$ cat src/siq_pkg.sv
// shared types and constants for the sorted insert priority queue
// no dependencies; imported by the interfaces, the cell and the top level
package siq_pkg;

  // number of cells in the sorted chain
  localparam int CAPACITY  = 16;
  localparam int CNT_W     = $clog2(CAPACITY + 1);
  localparam int DATA_W    = 32;
  localparam int KIND_W    = 2;
  localparam int OUT_CNT_W = 5;

  // operation codes
  localparam logic [KIND_W-1:0] KIND_INSERT = 2'd0;
  localparam logic [KIND_W-1:0] KIND_POP    = 2'd1;
  localparam logic [KIND_W-1:0] KIND_FIND   = 2'd2;
  localparam logic [KIND_W-1:0] KIND_CLEAR  = 2'd3;

  // broadcast to every cell for one request
  typedef struct packed {
    logic                     ins_en;
    logic                     pop_en;
    logic signed [DATA_W-1:0] value;
  } siq_ctl_t;

  // what one cell reports back to the chain
  typedef struct packed {
    logic ge;
    logic eq;
  } siq_stat_t;

endpackage

$ cat src/siq_if.sv
// valid/ready channel interfaces for request and result items
// depends on siq_pkg
interface siq_in_if import siq_pkg::*; ();
  logic                     valid;
  logic                     ready;
  logic [KIND_W-1:0]        kind;
  logic signed [DATA_W-1:0] value;

  modport source (output valid, kind, value, input ready);
  modport sink   (input valid, kind, value, output ready);
endinterface

interface siq_out_if import siq_pkg::*; ();
  logic                     valid;
  logic                     ready;
  logic                     ok;
  logic signed [DATA_W-1:0] result_value;
  logic [OUT_CNT_W-1:0]     count;

  modport source (output valid, ok, result_value, count, input ready);
  modport sink   (input valid, ok, result_value, count, output ready);
endinterface

$ cat src/sorted_insert_priority_queue_top.sv
// sorted insert priority queue: a chain of CAPACITY cells plus count and result register
// depends on siq_pkg, siq_if and siq_cell
//
//  channel  | dir | payload                       | handshake
//  in_ch    | in  | kind, value                   | valid/ready
//  out_ch   | out | ok, result_value, count       | valid/ready
//
// all cells compare against the value of a request in parallel and shift in the
// same edge; the result is registered and appears in the cycle after acceptance.
// one request per cycle is taken while the result register is empty or drained.
// a stalled result holds the input off; the chain itself never waits.
// synchronous active-low reset clears the count and the result valid; entries
// are left as they are and only cells below the count are ever read.
module sorted_insert_priority_queue_top import siq_pkg::*; (
  input  logic       clk,
  input  logic       rst_n,
  siq_in_if.sink     in_ch,
  siq_out_if.source  out_ch
);

  logic [CNT_W-1:0]         count_r;
  logic [CNT_W-1:0]         count_nxt;
  logic                     out_valid_r;
  logic                     out_ok_r;
  logic                     out_ok_nxt;
  logic signed [DATA_W-1:0] out_value_r;
  logic signed [DATA_W-1:0] out_value_nxt;
  logic [OUT_CNT_W-1:0]     out_count_r;

  logic                     accept;
  logic                     empty;
  logic                     full;
  logic                     found;
  siq_ctl_t                 ctl;
  logic signed [DATA_W-1:0] entry   [CAPACITY];
  siq_stat_t                stat    [CAPACITY];
  logic [CAPACITY-1:0]      occ;
  logic [CAPACITY-1:0]      eq_vec;

  // handshake: take a request whenever the result slot frees this cycle
  assign in_ch.ready = !out_valid_r || out_ch.ready;
  assign accept      = in_ch.valid && in_ch.ready;
  assign empty       = (count_r == '0);
  assign full        = (count_r == CNT_W'(CAPACITY));

  // broadcast control
  assign ctl.ins_en = accept && (in_ch.kind == KIND_INSERT) && !full;
  assign ctl.pop_en = accept && (in_ch.kind == KIND_POP) && !empty;
  assign ctl.value  = in_ch.value;

  // the chain of cells
  for (genvar i = 0; i < CAPACITY; i++) begin : g_cell
    logic                     l_ge;
    logic signed [DATA_W-1:0] l_entry;
    logic signed [DATA_W-1:0] r_entry;

    assign occ[i]    = (CNT_W'(i) < count_r);
    assign eq_vec[i] = stat[i].eq;

    if (i == 0) begin : g_first
      assign l_ge    = 1'b0;
      assign l_entry = ctl.value;
    end else begin : g_mid
      assign l_ge    = stat[i-1].ge;
      assign l_entry = entry[i-1];
    end

    if (i == CAPACITY - 1) begin : g_last
      assign r_entry = entry[i];
    end else begin : g_inner
      assign r_entry = entry[i+1];
    end

    siq_cell u_cell (
      .clk         (clk),
      .ctl         (ctl),
      .occupied    (occ[i]),
      .left_ge     (l_ge),
      .left_entry  (l_entry),
      .right_entry (r_entry),
      .entry       (entry[i]),
      .stat        (stat[i])
    );
  end

  assign found = |eq_vec;

  // result and count update
  always_comb begin
    count_nxt     = count_r;
    out_ok_nxt    = 1'b0;
    out_value_nxt = '0;
    unique case (in_ch.kind)
      KIND_INSERT: begin
        out_ok_nxt = !full;
        if (!full) count_nxt = count_r + CNT_W'(1);
      end
      KIND_POP: begin
        out_ok_nxt = !empty;
        if (!empty) begin
          count_nxt     = count_r - CNT_W'(1);
          out_value_nxt = entry[0];
        end
      end
      KIND_FIND: begin
        out_ok_nxt = found;
      end
      KIND_CLEAR: begin
        out_ok_nxt = 1'b1;
        count_nxt  = '0;
      end
      default: begin
        out_ok_nxt = 1'b0;
      end
    endcase
  end

  // control registers
  always_ff @(posedge clk) begin
    if (!rst_n) begin
      count_r     <= '0;
      out_valid_r <= 1'b0;
    end else begin
      if (accept) begin
        count_r     <= count_nxt;
        out_valid_r <= 1'b1;
      end else if (out_ch.ready) begin
        out_valid_r <= 1'b0;
      end
    end
  end

  // result payload
  always_ff @(posedge clk) begin
    if (accept) begin
      out_ok_r    <= out_ok_nxt;
      out_value_r <= out_value_nxt;
      out_count_r <= OUT_CNT_W'(count_nxt);
    end
  end

  assign out_ch.valid        = out_valid_r;
  assign out_ch.ok           = out_ok_r;
  assign out_ch.result_value = out_value_r;
  assign out_ch.count        = out_count_r;

  // ascending order holds across all occupied neighbors
  logic sorted_ok;
  always_comb begin
    sorted_ok = 1'b1;
    for (int k = 0; k < CAPACITY - 1; k++) begin
      if (occ[k+1] && (entry[k] > entry[k+1])) sorted_ok = 1'b0;
    end
  end

`ifndef ASSERT_OFF
  a_count_range: assert property (@(posedge clk) disable iff (!rst_n)
    count_r <= CNT_W'(CAPACITY))
    else $error("entry count above capacity");

  a_sorted: assert property (@(posedge clk) disable iff (!rst_n)
    sorted_ok)
    else $error("chain lost ascending order");

  a_pop_count: assert property (@(posedge clk) disable iff (!rst_n)
    (accept && (in_ch.kind == KIND_POP) && !empty) |=>
      (count_r == $past(count_r) - CNT_W'(1)))
    else $error("pop did not lower the count by one");

  a_clear_result: assert property (@(posedge clk) disable iff (!rst_n)
    (accept && (in_ch.kind == KIND_CLEAR)) |=>
      (out_valid_r && out_ok_r && (count_r == '0)))
    else $error("clear did not empty the queue");
`endif

endmodule

$ cat src/siq_cell.sv
// one cell of the sorted chain: holds a single entry, shifts right on insert
// and left on pop; depends on siq_pkg
module siq_cell import siq_pkg::*; (
  input  logic                     clk,
  input  siq_ctl_t                 ctl,
  input  logic                     occupied,
  input  logic                     left_ge,
  input  logic signed [DATA_W-1:0] left_entry,
  input  logic signed [DATA_W-1:0] right_entry,
  output logic signed [DATA_W-1:0] entry,
  output siq_stat_t                stat
);

  logic signed [DATA_W-1:0] entry_r;
  logic signed [DATA_W-1:0] entry_nxt;

  // an empty cell counts as greater than any value so inserts land there
  assign stat.ge = !occupied || (entry_r >= ctl.value);
  assign stat.eq = occupied && (entry_r == ctl.value);
  assign entry   = entry_r;

  // insert: first ge cell takes the new value, later ones take the left entry
  always_comb begin
    entry_nxt = entry_r;
    if (ctl.ins_en && stat.ge) begin
      entry_nxt = left_ge ? left_entry : ctl.value;
    end else if (ctl.pop_en) begin
      entry_nxt = right_entry;
    end
  end

  always_ff @(posedge clk) begin
    entry_r <= entry_nxt;
  end

endmodule

$ cat src/flat_wrapper.sv
// flat-port wrapper written by rule: the top's interface ports become plain ports
module sorted_insert_priority_queue_top_flat import siq_pkg::*;
  (clk, rst_n, in_ch_valid, in_ch_kind, in_ch_value, in_ch_ready, out_ch_valid, out_ch_ok, out_ch_result_value, out_ch_count, out_ch_ready);
  siq_in_if in_ch_i ();
  siq_out_if out_ch_i ();
  input  logic clk;
  input  logic rst_n;
  input wire logic [$bits(in_ch_i.valid)-1:0] in_ch_valid;
  input wire logic [$bits(in_ch_i.kind)-1:0] in_ch_kind;
  input wire logic [$bits(in_ch_i.value)-1:0] in_ch_value;
  output wire logic [$bits(in_ch_i.ready)-1:0] in_ch_ready;
  output wire logic [$bits(out_ch_i.valid)-1:0] out_ch_valid;
  output wire logic [$bits(out_ch_i.ok)-1:0] out_ch_ok;
  output wire logic [$bits(out_ch_i.result_value)-1:0] out_ch_result_value;
  output wire logic [$bits(out_ch_i.count)-1:0] out_ch_count;
  input wire logic [$bits(out_ch_i.ready)-1:0] out_ch_ready;
  assign in_ch_i.valid = in_ch_valid;
  assign in_ch_i.kind = in_ch_kind;
  assign in_ch_i.value = in_ch_value;
  assign in_ch_ready = in_ch_i.ready;
  assign out_ch_valid = out_ch_i.valid;
  assign out_ch_ok = out_ch_i.ok;
  assign out_ch_result_value = out_ch_i.result_value;
  assign out_ch_count = out_ch_i.count;
  assign out_ch_i.ready = out_ch_ready;
  sorted_insert_priority_queue_top u_core (.clk(clk), .rst_n(rst_n), .in_ch(in_ch_i), .out_ch(out_ch_i));
endmodule
$ cat config.mk
export PLATFORM = sky130hd
export DESIGN_NAME = sorted_insert_priority_queue_top_flat
export DESIGN_NICKNAME = d
export VERILOG_FILES = /design/src/siq_pkg.sv /design/src/siq_if.sv /design/src/sorted_insert_priority_queue_top.sv /design/src/siq_cell.sv /design/src/flat_wrapper.sv
export SDC_FILE = /design/constraint.sdc
export NUM_CORES = 2
export LEC_CHECK = 0
export ABC_CLOCK_PERIOD_IN_PS = 6900
export BUFFER_PORTS_ARGS = -buffer_cell sky130_fd_sc_hd__buf_2
export CAP_MARGIN = 0
export CELL_PAD_IN_SITES_DETAIL_PLACEMENT = 0
export CELL_PAD_IN_SITES_GLOBAL_PLACEMENT = 1
export CORE_MARGIN = 1
export CORE_UTILIZATION = 50
export DETAILED_ROUTE_END_ITERATION = 12
export PLACE_DENSITY = 0.88
export REMOVE_ABC_BUFFERS = 1
export SETUP_SLACK_MARGIN = 0.02
export SLEW_MARGIN = 40
export SYNTH_ARGS = -nofsm -noshare
export SYNTH_HDL_FRONTEND = slang
export SYNTH_SLANG_ARGS = --single-unit
$ cat constraint.sdc
create_clock -name clk -period 6.9 [get_ports clk]
set_input_delay 1.38 -clock clk [delete_from_list [all_inputs] [get_ports clk]]
set_output_delay 1.38 -clock clk [all_outputs]
set_load 0.005 [all_outputs]
==> results.yml <==
outcome:
  outcome: "complete, no violations"
setup_path:
  worst_setup_path_start_kind: "input port"
  cp.required_ps: 7220
  regToRegSetupSlack_ps: 2610
  crit_path_end: "u_core.g_cell[7].u_cell.entry[12]"
  crit_fanout: 17
  cp-end-kind: "flip-flop"
  cp.arrival_ps: 5720
  reg2reg_depth: 9
  r2r-start: "u_core.count_r[1]"
  crit_slowest_cell: "clkinv_1"
  startpoint: "in_ch_value[27]"
  r2r-end: "u_core.g_cell[1].u_cell.entry[19]"
  crit_chain: "buf_2 > clkinv_1 > ha_1 > nand4_1 > nor4_1 > nand3_1 > a31oi_1 > o31ai_4 > nand2_1 > buf_4"
  path_class: "in -> reg"
  slowest_delay_ps: 770
drt:
  ant_nets: 0
  via_per_inst: 6.23
  routed_wirelength_um: 115000
  via_count: 30541
  wl_per_cell_um: 23.4
  drtPass1Iterations: 6
  drt_iter0_drc: 2806
  drc: 0
cells_and_area:
  design_area_um2: 43000
  syn_to_final_growth_pct: 8.10
  final_common_cell: "edfxtp_1"
  fillers: 6940
  drive_above_1_share: 0.0894
  mostFrequentLayoutCells: "edfxtp_1 (550), ha_1 (516), nand2_1 (479), mux2i_1 (417), a21oi_1 (341)"
  regArea_um2: 16600
  layout.nets: 4357
  final_util: 0.546
  multi_input_area_um2: 21800
sta:
  worst_clock_skew_ps: 19.7
  maxSlewHeadroom: 0.406
  final_hold_viol_count: 0
  fin_crit_sh: 0.782
  fin_crit_ps: 5400
  tightest_slew_ps: 890
  final-setup-viol-count: 0
  fmax_mhz: 185
  rsz0062_at_grt: "false"
  timing_max_transition_violations_final: 0
die:
  start_util: 0.505
  coreArea_um2: 78900
  dieArea_um2: 80700
  die-width_um: 284
  die_h_um: 284
  row_count: 103
  pin_count: 78
placement:
  dp_hpwl_um: 87500
  place.gp.congestion: 0.936
  io_buffers: 77
  place_area_um2: 41100
global_route:
  track_usage: 0.278
  grt_max_degree: 66
  grt_pass1_wl_um: 176000
  antenna_found_initial: 5
  gr-total-overflow: 0
  grt_pass1_vias: 29911
logic_synthesis:
  synth_async_sr_flop_share: 0
  synthXorXnorAreaFrac: 0.000220
  seq_area_frac_synth: 0.418
  synthFlopType: "edfxtp_1"
  synth-seq-cells: 556
  synthSimpleGateAreaFrac: 0.118
  synth_edf_count: 550
  synth_top_family_by_area: "adder cells"
  netlist_top_cells_area: "edfxtp_1 (41%), ha_1 (16%), mux2i_1 (11%)"
  synth_mux_area_frac: 0.125
  syn_inst: 3822
  syn-cell-area_um2: 39800
  synthAdderAreaFrac: 0.162
  avgSynthCellArea_um2: 10.4
  synth_top_area_share: 0.415
  yosys_warnings: 0
  synth_top_area_cell: "edfxtp_1"
  yosysUniqueCellTypes: 82
  synth_compound_area_frac: 0.137
clock_network:
  cts_resized: 0
  cts_tree: "done"
  cts.sinks: 556
  cts.clk_slew.worst_paths_ps: 60
  clk_latency_ps: 640
  clock_path_buffers: 3
  post_cts_buffers: 0
  ctsHtreeMaxLevel: 2
  hold_buffers: 0
  cts_buffers: 60
  cts-root-buf: "clkbuf_16"
pwr:
  ir_drop_v: 0.000186
  p_leak_nw: 18.5
  p_per_area_nw_per_um2: 203
job:
  drv_cap: 0
min_path:
  hold_path.class: "reg -> reg"
[power by group]
group | leakage [nW] | switching (mW) | internal, mW
Sequential | 5.13 | 0.144 | 3.92
Clock | 0.967 | 1.39 | 1.93
Combinational | 12.4 | 0.843 | 0.489
Total | 18.5 | 2.38 | 6.34
[layout make-up]
class                      instances  share of cell area
clock inverter                    38             0.00919
timing repair buffer             158              0.0253
multi-input combinational       2968               0.507
clock buffer                      71              0.0363
antenna                            5            0.000291
inverter                          59             0.00515
tap                             1050              0.0305
sequential                       556               0.387
[critical path, delay by kind of cell]
kind                     cells  cell delay, ps
buffers and inverters        3            1500
AND/OR/NAND/NOR              4            1690
AO/OA/AOI/OAI                2             470
adder cells (fa/ha/maj)      1             640
[worst min-delay path by stage]
stage	from	endpoint	cells after the start	slack (ps)
2_1_floorplan	u_core.out_ch.valid	u_core.out_ch.valid	2	540
3_3_place_gp	u_core.out_ch.valid	u_core.out_ch.valid	2	510
3_5_place_dp	u_core.out_ch.valid	u_core.out_ch.valid	2	530
4_1_cts	u_core.out_ch.valid	u_core.out_ch.valid	2	540
5_1_grt	u_core.out_ch.valid	u_core.out_ch.valid	2	570
6_report	u_core.out_ch.valid	u_core.out_ch.valid	2	540
[synth_stat cells, types with 13 or more instances]
| cell | n |
|---|---|
| a211oi_1 | 18 |
| mux2i_1 | 418 |
| nor2_1 | 157 |
| inv_1 | 58 |
| nor4_1 | 27 |
| o21ai_1 | 247 |
| mux2_2 | 34 |
| nand3_1 | 64 |
| o211ai_1 | 23 |
| buf_6 | 18 |
| nand4_1 | 115 |
| a31oi_1 | 46 |
| ha_1 | 516 |
| a21o_1 | 31 |
| nand2_1 | 482 |
| and4_1 | 17 |
| a21boi_0 | 14 |
| clkbuf_1 | 81 |
| o31ai_1 | 15 |
| buf_2 | 99 |
| or3_1 | 13 |
| mux2_4 | 20 |
| and2_1 | 34 |
| edfxtp_1 | 550 |
| nor3_1 | 20 |
| a21oi_1 | 341 |
| nor2b_1 | 20 |
| o21ai_0 | 159 |
| buf_4 | 31 |
[state kept, by name (all words and copies together), names as in the netlist]
register,flops
u_core.count_r,5
u_core.out_ch.count,5
u_core.out_ch.ok,1
u_core.g_cell.u_cell.entry,512
u_core.out_ch.result_value,32
u_core.out_ch.valid,1
[routing by layer]
| metal | up-vias | wire, um | track usage |
|---|---|---|---|
| met2 | 1138 | 55000 | 0.470 |
| li1 | 14468 | - | - |
| met4 | 0 | 5340 | 0.127 |
| met5 | - | 0 | 0 |
| met3 | 248 | 6710 | 0.0304 |
| met1 | 14687 | 47800 | 0.356 |
[per-stage QoR]
stage / cells / hold slack, ps / power, mW / worst slack, ps / TNS (ps)
final: 4905 / 536 / 8.72 / 1500 / 0
after detailed placement: 4791 / 533 / 5.43 / 1090 / 0
after global routing: 4905 / 567 / 9.02 / 1270 / 0
after global placement: 4789 / 514 / 5.39 / 927 / 0
after floorplan: 3583 / 545 / 4.95 / -2090 / -335740
after CTS: 4900 / 540 / 8.73 / 1790 / 0
[cell families after synthesis]
kind of cell	Yosys count
compound gates	968
xor+xnor	1
fa+ha+maj	517
buf+inv	298
flops	556
mux	481
simple gates	1001
Power figures use the tool's default switching activity.
